===== src/design/dalc_pkg.sv =====
// ----------------------------------------------------------------------------
// dalc_pkg
// shared types, codes and constants of the door access lock controller
// ----------------------------------------------------------------------------
`default_nettype none

package dalc_pkg;

  // elapsed millisecond counter width (20 to 64)
  localparam int ELAPSED_BITS   = 32;
  localparam int MS_PER_SECOND  = 1000;
  localparam int SECONDS_BITS   = 16;
  localparam int DELAY_BITS     = 16;
  // 65535 s * 1000 fits in 26 bits
  localparam int LIMIT_BITS     = 26;
  localparam int CMP_BITS       = (ELAPSED_BITS > LIMIT_BITS) ? ELAPSED_BITS : LIMIT_BITS;
  localparam int CFG_DATA_BITS  = 16;
  localparam int CFG_INDEX_BITS = 3;
  localparam logic [DELAY_BITS-1:0] TAMPER_DELAY_RESET = 16'd10000;

  typedef enum logic [2:0] {
    MODE_SECURE     = 3'd0,
    MODE_UNLOCKED   = 3'd1,
    MODE_LOCKING    = 3'd2,
    MODE_OPEN       = 3'd3,
    MODE_ALARM      = 3'd4,
    MODE_UNALARMING = 3'd5,
    MODE_TAMPER     = 3'd6
  } mode_t;

  typedef enum logic [2:0] {
    RC_NONE        = 3'd0,
    RC_ACTIVATE    = 3'd1,
    RC_HOLD        = 3'd2,
    RC_RELEASE     = 3'd3,
    RC_RELEASE_OFF = 3'd4
  } relay_cmd_t;

  typedef enum logic [1:0] {
    EV_NONE    = 2'd0,
    EV_RAISED  = 2'd1,
    EV_CLEARED = 2'd2
  } event_t;

  typedef enum logic {
    CMD_TICK     = 1'b0,
    CMD_ACTIVATE = 1'b1
  } cmd_t;

  typedef enum logic [1:0] {
    USTAT_INACTIVE   = 2'd0,
    USTAT_ACTIVE     = 2'd1,
    USTAT_TRANSITION = 2'd2
  } unlock_status_t;

  typedef enum logic [CFG_INDEX_BITS-1:0] {
    REG_MAX_OPEN_SECONDS = 3'd0,
    REG_TAMPER_DELAY_MS  = 3'd1,
    REG_HAS_INDICATOR    = 3'd2,
    REG_HAS_ALARM_RELAY  = 3'd3,
    REG_HAS_OPEN_RELAY   = 3'd4
  } cfg_reg_t;

  typedef struct packed {
    logic       cmd;
    logic       door_open;
    logic [1:0] unlock_status;
    logic       indicator_active;
    logic       indicator_normal;
    logic       alarm_active;
    logic       opener_inactive;
  } item_t;

  typedef struct packed {
    logic [2:0] door_state;
    logic       acted;
    logic [2:0] unlock_cmd;
    logic [2:0] indicator_cmd;
    logic [2:0] alarm_cmd;
    logic       opener_cmd;
    logic [1:0] tamper_event;
    logic [1:0] alarm_event;
  } result_t;

  // settings as seen by the sequencer
  typedef struct packed {
    logic [LIMIT_BITS-1:0] open_limit_ms;
    logic [DELAY_BITS-1:0] tamper_delay_ms;
    logic                  has_indicator;
    logic                  has_alarm_relay;
    logic                  has_open_relay;
  } cfg_t;

endpackage

`default_nettype wire


===== src/design/dalc_cfg.sv =====
// ----------------------------------------------------------------------------
// dalc_cfg
// configuration registers; the open limit is kept in milliseconds
// ----------------------------------------------------------------------------
`default_nettype none

module dalc_cfg (
  input  wire logic                                clk,
  input  wire logic                                rst,
  input  wire logic                                cfg_write,
  input  wire logic [dalc_pkg::CFG_INDEX_BITS-1:0] cfg_index,
  input  wire logic [dalc_pkg::CFG_DATA_BITS-1:0]  cfg_data,
  output dalc_pkg::cfg_t                           cfg
);
  import dalc_pkg::*;

  cfg_t cfg_next;

  always_comb begin
    cfg_next = cfg;
    if (cfg_write) begin
      unique case (cfg_index)
        REG_MAX_OPEN_SECONDS: begin
          // seconds to ms once, at write time
          cfg_next.open_limit_ms = LIMIT_BITS'(cfg_data[SECONDS_BITS-1:0])
                                   * LIMIT_BITS'(MS_PER_SECOND);
        end
        REG_TAMPER_DELAY_MS: cfg_next.tamper_delay_ms = cfg_data[DELAY_BITS-1:0];
        REG_HAS_INDICATOR:   cfg_next.has_indicator   = cfg_data[0];
        REG_HAS_ALARM_RELAY: cfg_next.has_alarm_relay = cfg_data[0];
        REG_HAS_OPEN_RELAY:  cfg_next.has_open_relay  = cfg_data[0];
        default: ;
      endcase
    end
  end

  always_ff @(posedge clk) begin
    if (rst) begin
      cfg.open_limit_ms   <= '0;
      cfg.tamper_delay_ms <= TAMPER_DELAY_RESET;
      cfg.has_indicator   <= 1'b1;
      cfg.has_alarm_relay <= 1'b1;
      cfg.has_open_relay  <= 1'b1;
    end else begin
      cfg <= cfg_next;
    end
  end

endmodule

`default_nettype wire


===== src/design/dalc_core.sv =====
// ----------------------------------------------------------------------------
// dalc_core
// lock sequencer state (mode, elapsed ms, open trigger) and its step logic
// ----------------------------------------------------------------------------
`default_nettype none

module dalc_core (
  input  wire logic           clk,
  input  wire logic           rst,
  input  wire logic           step,
  input  dalc_pkg::item_t     item,
  input  dalc_pkg::cfg_t      cfg,
  output dalc_pkg::result_t   result
);
  import dalc_pkg::*;

  mode_t                   mode, mode_next;
  logic [ELAPSED_BITS-1:0] elapsed_ms, elapsed_ms_next, elapsed_inc;
  logic                    open_trigger, open_trigger_next;
  logic [CMP_BITS-1:0]     elapsed_cmp;
  logic                    open_timeout, tamper_timeout;
  logic                    ind;

  // saturating increment at the start of a tick
  assign elapsed_inc    = (&elapsed_ms) ? elapsed_ms : elapsed_ms + 1'b1;
  assign elapsed_cmp    = CMP_BITS'(elapsed_inc);
  assign open_timeout   = (cfg.open_limit_ms != '0)
                          && (elapsed_cmp > CMP_BITS'(cfg.open_limit_ms));
  assign tamper_timeout = elapsed_cmp > CMP_BITS'(cfg.tamper_delay_ms);
  assign ind            = cfg.has_indicator;

  always_comb begin
    mode_next         = mode;
    elapsed_ms_next   = elapsed_ms;
    open_trigger_next = open_trigger;
    result            = '0;

    if (item.cmd == CMD_ACTIVATE) begin
      mode_next            = MODE_UNLOCKED;
      elapsed_ms_next      = '0;
      result.unlock_cmd    = RC_ACTIVATE;
      if (ind) result.indicator_cmd = RC_ACTIVATE;
    end else begin
      elapsed_ms_next = elapsed_inc;
      unique case (mode)
        MODE_SECURE: begin
          if (cfg.has_alarm_relay && item.alarm_active) result.alarm_cmd = RC_RELEASE_OFF;
          if (ind && item.indicator_active) result.indicator_cmd = RC_RELEASE_OFF;
          open_trigger_next = 1'b1;
          if (item.door_open) begin
            elapsed_ms_next     = '0;
            open_trigger_next   = 1'b0;
            mode_next           = MODE_TAMPER;
            result.tamper_event = EV_RAISED;
          end
        end
        MODE_UNLOCKED: begin
          if (item.door_open) begin
            elapsed_ms_next   = '0;
            result.unlock_cmd = RC_HOLD;
            if (ind) result.indicator_cmd = RC_HOLD;
            mode_next         = MODE_OPEN;
          end else if (open_trigger && item.unlock_status == USTAT_ACTIVE) begin
            open_trigger_next = 1'b0;
            if (cfg.has_open_relay && item.opener_inactive) result.opener_cmd = 1'b1;
          end else if (item.unlock_status == USTAT_INACTIVE) begin
            if (ind) result.indicator_cmd = RC_RELEASE;
            elapsed_ms_next = '0;
            mode_next       = MODE_LOCKING;
          end
        end
        MODE_LOCKING: begin
          if (item.door_open) begin
            result.unlock_cmd = RC_HOLD;
            if (ind) result.indicator_cmd = RC_HOLD;
            mode_next    = MODE_OPEN;
            result.acted = 1'b1;
          end else if (item.unlock_status == USTAT_INACTIVE) begin
            mode_next = MODE_SECURE;
          end
        end
        MODE_OPEN: begin
          if (!item.door_open) begin
            result.unlock_cmd = RC_RELEASE;
            mode_next         = MODE_LOCKING;
            result.acted      = 1'b1;
          end else if (open_timeout) begin
            if (cfg.has_alarm_relay) result.alarm_cmd = RC_ACTIVATE;
            mode_next    = MODE_ALARM;
            result.acted = 1'b1;
          end
        end
        MODE_ALARM: begin
          if (!item.door_open) begin
            result.unlock_cmd = RC_RELEASE_OFF;
            if (ind) result.indicator_cmd = RC_RELEASE_OFF;
            mode_next    = MODE_UNALARMING;
            result.acted = 1'b1;
          end
        end
        MODE_UNALARMING: begin
          if (item.door_open) begin
            result.unlock_cmd = RC_HOLD;
            if (ind && item.indicator_normal) result.indicator_cmd = RC_HOLD;
            mode_next = MODE_ALARM;
          end else begin
            mode_next          = MODE_SECURE;
            result.alarm_event = EV_CLEARED;
          end
          result.acted = 1'b1;
        end
        MODE_TAMPER: begin
          if (!item.door_open) begin
            mode_next           = MODE_SECURE;
            result.acted        = 1'b1;
            result.tamper_event = EV_CLEARED;
          end else if (tamper_timeout) begin
            result.unlock_cmd = RC_HOLD;
            if (ind && item.indicator_normal) result.indicator_cmd = RC_HOLD;
            mode_next          = MODE_ALARM;
            result.acted       = 1'b1;
            result.alarm_event = EV_RAISED;
          end
        end
        default: begin
          // unused mode code falls into alarm
          elapsed_ms_next    = '0;
          mode_next          = MODE_ALARM;
          result.alarm_event = EV_RAISED;
        end
      endcase
    end

    result.door_state = mode_next;
  end

  always_ff @(posedge clk) begin
    if (rst) begin
      mode         <= MODE_LOCKING;
      elapsed_ms   <= '0;
      open_trigger <= 1'b0;
    end else if (step) begin
      mode         <= mode_next;
      elapsed_ms   <= elapsed_ms_next;
      open_trigger <= open_trigger_next;
    end
  end

endmodule

`default_nettype wire


===== src/design/door_access_lock_controller_unit.sv =====
// ----------------------------------------------------------------------------
// door_access_lock_controller_unit
// door lock sequencer: one tick or activate item in, one result item out
// ----------------------------------------------------------------------------
//
//  channel  | signals                               | handshake
//  ---------+---------------------------------------+----------------------
//  input    | in_valid, in_ready, in_item           | valid / ready
//  output   | out_valid, out_ready, out_item        | valid / ready
//  config   | cfg_write, cfg_index, cfg_data        | write enable, no wait
//
//  each item waits in the input register and then lands in the result
//  register, which drives out_valid; throughput is one item per cycle
//  while the output is not stalled; the sequencer state advances as the
//  item moves from the input register to the result register
//  a stalled output holds the result register and then the input register;
//  in_ready drops only when both are full and out_ready is low
//  rst is synchronous and puts the lock in locking with settings at default
//
`default_nettype none

module door_access_lock_controller_unit (
  input  wire logic                                clk,
  input  wire logic                                rst,
  // item input
  input  wire logic                                in_valid,
  output logic                                     in_ready,
  input  dalc_pkg::item_t                          in_item,
  // result output
  output logic                                     out_valid,
  input  wire logic                                out_ready,
  output dalc_pkg::result_t                        out_item,
  // configuration
  input  wire logic                                cfg_write,
  input  wire logic [dalc_pkg::CFG_INDEX_BITS-1:0] cfg_index,
  input  wire logic [dalc_pkg::CFG_DATA_BITS-1:0]  cfg_data
);
  import dalc_pkg::*;

  // input register stage
  logic    in_reg_valid;
  item_t   in_reg_item;
  logic    advance;      // input register moves into result register
  cfg_t    cfg;
  result_t step_result;

  // result register is free or being drained this cycle
  assign advance  = in_reg_valid && (!out_valid || out_ready);
  assign in_ready = !in_reg_valid || advance;

  always_ff @(posedge clk) begin
    if (rst) begin
      in_reg_valid <= 1'b0;
    end else if (in_ready) begin
      in_reg_valid <= in_valid;
    end
  end

  // payload only, no reset needed
  always_ff @(posedge clk) begin
    if (in_valid && in_ready) begin
      in_reg_item <= in_item;
    end
  end

  dalc_cfg u_cfg (
    .clk       (clk),
    .rst       (rst),
    .cfg_write (cfg_write),
    .cfg_index (cfg_index),
    .cfg_data  (cfg_data),
    .cfg       (cfg)
  );

  // state update and result for the item in the input register
  dalc_core u_core (
    .clk    (clk),
    .rst    (rst),
    .step   (advance),
    .item   (in_reg_item),
    .cfg    (cfg),
    .result (step_result)
  );

  // result register
  always_ff @(posedge clk) begin
    if (rst) begin
      out_valid <= 1'b0;
    end else if (advance) begin
      out_valid <= 1'b1;
    end else if (out_ready) begin
      out_valid <= 1'b0;
    end
  end

  always_ff @(posedge clk) begin
    if (advance) begin
      out_item <= step_result;
    end
  end

endmodule

`default_nettype wire


===== config.mk =====
export PLATFORM = sky130hd
export DESIGN_NAME = door_access_lock_controller_unit
export DESIGN_NICKNAME = d
export VERILOG_FILES = /design/src/design/dalc_pkg.sv /design/src/design/dalc_cfg.sv /design/src/design/dalc_core.sv /design/src/design/door_access_lock_controller_unit.sv
export SDC_FILE = /design/constraint.sdc
export NUM_CORES = 1
export LEC_CHECK = 0
export BUFFER_PORTS_ARGS = -buffer_cell sky130_fd_sc_hd__buf_2
export CAP_MARGIN = 20
export CORE_ASPECT_RATIO = 1.2
export CORE_MARGIN = 4
export CORE_UTILIZATION = 45
export DETAILED_ROUTE_END_ITERATION = 12
export GPL_ROUTABILITY_DRIVEN = 0
export SYNTH_ARGS = -nofsm -noshare
export SYNTH_HDL_FRONTEND = slang
export SYNTH_SLANG_ARGS = --single-unit

===== constraint.sdc =====
create_clock -name clk -period 6.4 [get_ports clk]
set_input_delay 1.28 -clock clk [delete_from_list [all_inputs] [get_ports clk]]
set_output_delay 1.28 -clock clk [all_outputs]
set_load 0.005 [all_outputs]

==> qor.yml, run 1 <==
power_and_ir_drop:
  switching_share_pct: 38.19
  power.leakage_nw: 3.874
  power.internal_mw: 1.634
  p_seq_share_pct: 27.8
  irDropWorstVdd_uv: 167.1
  power_switching_mw: 1.010
  power_per_cell_area_nw_per_um2: 282.8
  clockPowerShare_pct: 22.5
  power_frac_comb_pct: 49.7
worst_setup_path:
  path_common_cell: "fa_1"
  critical-path-slowest-cell: "fa_1"
  startpoint: "cfg_data[0]"
  reg2reg_from: "u_core.elapsed_ms[5]"
  critical_path_class: "in -> reg"
  critPathMaxStageDelay_ns: 0.58
  rr_worst_depth: 15
  worst-endpoint-required_ns: 6.67
  signal_arrival_time_at_the_worst_endpoint_ns: 5.81
  worst_r2r_endpoint: "out_item[14]"
  critPathCaptureType: "register"
  worstPathCellList: "buf_2 -> fa_1 -> inv_1 -> fa_1 -> fa_1 -> inv_1 -> fa_1 -> ha_1 -> and3_1 -> a32oi_1 -> a31oi_1 -> a41oi_1 -> a21oi_1 -> o21ai_0 -> o21ai_0 -> xnor2_1 -> o31ai_1"
  critical_path_peak_fanout: 7
  worst_setup_path_start_kind: "primary input"
  rrSetupSlack_ns: 1.10
placement:
  port_buffers: 50
  place_area_sq_um: 9027
  placedCellCount: 1250
  hpwlAfterDp_um: 15700
synth:
  synth_cell_types: 77
  synth_enable_flop_cells: 25
  top_cells_by_area_in_the_synthesized_netlist: "dfxtp_1, ha_1, fa_1"
  synthDominantCellAreaShare_pct: 18.51
  synth-main-ff-cell: "dfxtp_1"
  synth_fp_nets: 1164
  synth_async_sr_flop_share_pct: 0
  yosys.area_share.adder_pct: 25.79
  synthesis.instances: 986
  post_synth.cell_area_avg_sq_um: 8.777
  synth.mux.area_fraction_pct: 0.8241
  yosys_synthesis_warning_count: 0
  yosys_top_cell_by_area: "dfxtp_1"
  synth.ff_latch_count: 105
  synth_area_sq_um: 8655
  synthSimpleGateAreaFrac_pct: 19.43
  largest_family_of_logic_cells_by_synthesized_area: "adder cells"
  synth-seq-area-share_pct: 27.18
  synth_compound_area_share_pct: 16.39
  xor_xnor_share_of_the_synthesized_area_pct: 4.453
drt:
  wl_per_cell_um: 16.11
  drtAntennaViolNets: 0
  vias_per_cell: 5.487
  drt_iter0_drc: 562
  total_length_of_routed_wires_um: 20390
  num_vias: 6947
  drcViolationCount: 0
  detailedRoute.firstPassIterationCount: 6
finish:
  layout.cells.most_common_list: "nand2_1, ha_1, nor2_1, dfxtp_1, a21oi_1"
  final_area_sq_um: 9349
  layoutNonFillerInstCount: 1266
  n_antenna_cell: 0
  final_nets: 1183
  area_growth_syn_to_layout_pct: 8.024
  layout_commonest_cell: "nand2_1"
  final_layout_size_suffix_gt1_share_pct: 8.515
floorplanning:
  horiz_die_dim_um: 134.6
  die-height_um: 159.9
  floorplan.initialDensity_pct: 45.90
  fp-row-count: 55
  top_level_ports: 52
  coreArea_sq_um: 18860
  fp.dieArea_sq_um: 21520
clock_network:
  tritoncts_num_sinks: 105
  post_cts_resized: 0
  post_cts.repair.setup_buffers: 0
  clk_path_buf_depth: 2
  cts_tree: "built"
  cts_max_level: 3
  postCtsHoldBufs: 0
  worstSkewPairLatency_ns: 0.36
  cts_root_buf: "clkbuf_16"
  tritoncts.num_buffers: 9
  reg_clk_slew_reported_paths_ns: 0.07
global_routing:
  grt_pass1_vias: 6868
  global_route_usage_over_all_layers_pct: 19.43
  grt_pass1_wl_um: 34130
  pin_count_of_the_biggest_net_entering_global_routing: 75
  grt_overflow: 0
  antenna_found_initial: 0
sta:
  max-slew-margin-rel_pct: 38.94
  timing_max_transition_violations_final: 0
  period_minus_slack_ns: 5.542
  post_route_setup_tns_ns: 0
  unrepaired_setup_endpoints_after_global_routing: "false"
  report.final.setup_viol: 0
  timing_hold_violations_final: 0
  finalClockSkew_ns: 0.004849
  final.period_utilization_pct: 86.60
  worst_margin_slew_ns: 0.9159
  clock.fmax_mhz: 180.4
flow_run:
  max_cap_violations: 0
worst_hold_path:
  hp-start: "u_cfg.cfg[17]"
  worstHoldPathType: "reg -> reg"
  min_delay_path_depth: 2
  worst_hold_path.endpoint: "u_cfg.cfg[17]"
run_status:
  outcome: "completed"
final cells by class:
type | count | area (sq um)
repair buffers | 55 | 287.8
fillers | 1877 | 9507
inverters | 73 | 274.0
flip-flops and latches | 105 | 2352
clock buffers | 10 | 250.2
clock inverters | 6 | 71.32
well taps | 256 | 320.3
multi-input cells | 761 | 5793
layer usage:
layer  track usage, %  vias up  routed length (um)
met5                0        -                   0
met3            2.363       26                 625
met4            6.157        0                 401
met1            25.49     3278                9327
li1                 -     3532                   -
met2            33.35      111               10040
per-stage QoR:
step | total power, mW | worst slack, ns | utilization [%] | hold WS, ns
5_1_grt | 2.895 | 0.5048 | 49.58 | 0.4868
2_1_floorplan | 1.805 | 1.080 | - | 0.4363
6_report | 2.644 | 0.8577 | 49.58 | 0.4562
3_5_place_dp | 2.069 | 0.4695 | 47.88 | 0.4487
4_1_cts | 2.672 | 0.8385 | 49.58 | 0.4589
3_3_place_gp | 2.058 | 0.6109 | 47.88 | 0.4440
power by group through the flow:
stage          clock network [mW]  logic, mW  registers (mW)
6_report                    0.594       1.31           0.735
5_1_grt                     0.634       1.52           0.739
2_1_floorplan                   0       1.07           0.736
4_1_cts                     0.610       1.33           0.735
3_5_place_dp                    0       1.32           0.750
3_3_place_gp                    0       1.31           0.750
kinds of logic (layout without fill, tap and decap cells):
group,Yosys count,count (layout)
AO/OA/AOI/OAI,219,219
XOR/XNOR,44,44
adder cells (fa/ha/maj),146,146
buffers and inverters,120,144
flip-flops,105,105
multiplexers,7,7
other,1,1
AND/OR/NAND/NOR,344,344
Yosys cell counts (all sizes together), types with 5 or more instances:
master and n:
nand2 111, ha 92, nor2 86, dfxtp 80, a21oi 76, inv 73
fa 54, clkbuf 37, o21ai 37, xnor2 32, nand3 30, nor3 26
edfxtp 25, a22oi 18, nand4 18, a21o 17, nor4 14, xor2 12
buf 10, o211ai 10, a211oi 9, and3 9, and2 8, o21a 8
or3 7, and4 6, mux2i 6, a31oi 5, nor2b 5
registers in the layout (all words and copies together) (netlist names):
name                 flops
in_reg_item              8
in_reg_valid             1
out_item                17
out_valid                1
u_cfg.cfg               42
u_core.elapsed_ms       32
u_core.mode              3
u_core.open_trigger      1
worst max-delay path: cells and delay by family:
family                   cells  cell delay (ns)
adder cells (fa/ha/maj)      5             2.40
buffers and inverters        3             0.30
AO/OA/AOI/OAI                7             1.52
AND/OR/NAND/NOR              1             0.17
XOR/XNOR                     1             0.14
how the worst max path moves through the flow:
| stage | endpoint | slack [ns] | cells past startpoint |
|---|---|---|---|
| after detailed placement | u_cfg.cfg[44] | 0.47 | 17 |
| after global placement | u_cfg.cfg[43] | 0.61 | 17 |
| final | u_cfg.cfg[43] | 0.86 | 17 |
| after global routing | u_cfg.cfg[44] | 0.50 | 17 |
| after CTS | u_cfg.cfg[44] | 0.84 | 17 |
| after floorplan | u_cfg.cfg[43] | 1.08 | 16 |
(Power assumes the default switching activity.)
==> run 2: changes to the inputs <==
CTS_BUF_LIST = sky130_fd_sc_hd__clkbuf_8   (was not set)
==> run 2 against run 1 <==
Routed wire length increased by 0.62%. Global-route usage about the same. Largest cell class unchanged. Power decreased by 4.3%. Fmax increased by 0.73%. Final cell count unchanged. Critical path depth unchanged. Die area unchanged.
==> qor.yml, run 2 (synthesized netlist as in run 1, its figures left out) <==
run_status:
  outcome: "completed"  # unchanged
worst_setup_path:
  critical_path_peak_fanout: 7  # unchanged
  worst_setup_path_start_kind: "primary input"  # unchanged
  critical_path_class: "in -> reg"  # unchanged
  path_delay_family: "adder cells"  # unchanged
  rr_worst_depth: 15  # unchanged
  signal_arrival_time_at_the_worst_endpoint_ns: 5.80  # was 5.81 ns
  worst-endpoint-required_ns: 6.70  # was 6.67 ns
  critPathMaxStageDelay_ns: 0.58  # about the same
  path_common_cell: "fa_1"  # unchanged
  worstPathCellList: "buf_2 -> fa_1 -> inv_1 -> fa_1 -> fa_1 -> inv_1 -> fa_1 -> ha_1 -> and3_1 -> a32oi_1 -> a31oi_1 -> a41oi_1 -> a21oi_1 -> o21ai_0 -> o21ai_0 -> xnor2_1 -> o31ai_1"  # unchanged
  critPathCaptureType: "register"  # unchanged
  logic_depth_of_the_worst_path_buffers_included: 17  # unchanged
  critical-path-slowest-cell: "fa_1"  # unchanged
  path_buf_inv: 3  # unchanged
finish:
  layout_commonest_cell: "nand2_1"  # unchanged
  final_area_sq_um: 9253  # was 9349 sq um
  final_layout_size_suffix_gt1_share_pct: 8.515  # unchanged
  n_antenna_cell: 0  # unchanged
  largest-register: "u_cfg.cfg"  # unchanged
  final.fill_count: 1889  # was 1877
  final_core_utilization_pct: 49.07  # was 49.58%
  largest_register_ff_count: 42  # unchanged
  final_nets: 1183  # unchanged
  registers_with_the_most_flip_flops: "u_cfg.cfg x42, u_core.elapsed_ms x32, out_item x17"  # unchanged
  layout.cells.most_common_list: "nand2_1, ha_1, nor2_1, dfxtp_1, a21oi_1"  # unchanged
  area_growth_syn_to_layout_pct: 6.910  # was 8.024%
drt:
  drtAntennaViolNets: 0  # unchanged
  detailedRoute.firstPassIterationCount: 7  # was 6
  wl_per_cell_um: 16.21  # was 16.11 um
  total_length_of_routed_wires_um: 20520  # was 20390 um
  num_vias: 6986  # was 6947
  drcViolationCount: 0  # unchanged
  vias_per_cell: 5.518  # was 5.487
  drt_iter0_drc: 653  # was 562
floorplanning:
  top_level_ports: 52  # unchanged
  coreArea_sq_um: 18860  # unchanged
  floorplan.initialDensity_pct: 45.90  # unchanged
  die-height_um: 159.9  # unchanged
  fp.dieArea_sq_um: 21520  # unchanged
  fp-row-count: 55  # unchanged
  horiz_die_dim_um: 134.6  # unchanged
clock_network:
  tritoncts.num_buffers: 9  # unchanged
  clk_path_buf_depth: 2  # unchanged
  tritoncts_num_sinks: 105  # unchanged
  worstSkewPairLatency_ns: 0.39  # was 0.36 ns
  cts_root_buf: "clkbuf_8"  # was clkbuf_16
  post_cts_resized: 0  # unchanged
  cts_tree: "built"  # unchanged
  cts_max_level: 3  # unchanged
  post_cts.repair.setup_buffers: 0  # unchanged
  postCtsHoldBufs: 0  # unchanged
  reg_clk_slew_reported_paths_ns: 0.10  # was 0.07 ns
sta:
  max-slew-margin-rel_pct: 39.38  # was 38.94%
  timing_max_transition_violations_final: 0  # unchanged
  final.period_utilization_pct: 85.97  # was 86.60%
  postLayoutSetupSlackWorst_ns: 0.8980  # was 0.8577 ns
  period_minus_slack_ns: 5.502  # was 5.542 ns
  timing_hold_violations_final: 0  # unchanged
  post_route_setup_tns_ns: 0  # unchanged
  report.final.setup_viol: 0  # unchanged
  worst_margin_slew_ns: 0.9093  # was 0.9159 ns
  clock.fmax_mhz: 181.8  # was 180.4 MHz
  finalClockSkew_ns: 0.01035  # was 0.004849 ns
  unrepaired_setup_endpoints_after_global_routing: "false"  # unchanged
global_routing:
  grt_pass1_vias: 6879  # was 6868
  antenna_found_initial: 0  # unchanged
  pin_count_of_the_biggest_net_entering_global_routing: 75  # unchanged
  grt_pass1_wl_um: 34240  # was 34130 um
  grt_overflow: 0  # unchanged
  global_route_usage_over_all_layers_pct: 19.42  # was 19.43%
placement:
  hpwlAfterDp_um: 15700  # unchanged
  pre_cts_ws_ns: 0.4695  # unchanged
  place_area_sq_um: 9027  # unchanged
  port_buffers: 50  # unchanged
power_and_ir_drop:
  total_power_mw: 2.530  # was 2.644 mW
  power.leakage_nw: 3.830  # was 3.874 nW
  irDropWorstVdd_uv: 166.4  # was 167.1 uV
  power_per_cell_area_nw_per_um2: 273.4  # was 282.8 nW/um^2
worst_hold_path:
  min_delay_path_depth: 2  # unchanged
  worstHoldPathType: "reg -> reg"  # unchanged
flow_run:
  max_cap_violations: 0  # unchanged
## run 2: worst min-delay path: cells and delay by family, from the launching register on
family	cells	cell delay [ns]
DFF	1	0.32
and+or+nand+nor	1	0.05
AOI/OAI and AO/OA	1	0.05
## run 2: routing by layer
metal	vias up	part of all wire (%)	GRT usage [%]
li1	3523	-	-
met1	3300	46	25.63
met2	129	49	33.42
met3	34	3.2	2.205
met4	0	2.0	5.880
met5	-	0	0
## run 2: stage by stage
| step | hold WS (ns) | cells |
|---|---|---|
| 6_report | 0.4606 | 1266 |
| 5_1_grt | 0.4921 | 1266 |
| 4_1_cts | 0.4635 | 1266 |
| 3_5_place_dp | 0.4487 | 1250 |
| 3_3_place_gp | 0.4440 | 1250 |
| 2_1_floorplan | 0.4363 | 986 |
## run 2: final timing paths
kind                                            from             to  slack, ns
worst min-delay path                   u_cfg.cfg[17]  u_cfg.cfg[17]       0.46
worst min register to register         u_cfg.cfg[17]  u_cfg.cfg[17]       0.46
worst max-delay path                     cfg_data[0]  u_cfg.cfg[43]       0.90
worst max register to register  u_core.elapsed_ms[5]   out_item[14]       1.06
## run 2: area by class of cell
cell class | count | area (sq um) | area share (%)
multi-input combinational | 761 | 5793 | 62.61
sequential | 105 | 2352 | 25.42
tap | 256 | 320.3 | 3.462
timing repair buffer | 55 | 287.8 | 3.110
inverter | 73 | 274.0 | 2.961
clock buffer | 9 | 123.9 | 1.339
clock inverter | 7 | 101.3 | 1.095
## run 2: power by group
part | leakage, nW | switching, mW | total, mW | internal, mW
logic | 2.83 | 0.723 | 1.32 | 0.595
clock network | 0.113 | 0.252 | 0.476 | 0.225
registers | 0.888 | 0.0272 | 0.735 | 0.708
total | 3.83 | 1.00 | 2.53 | 1.53
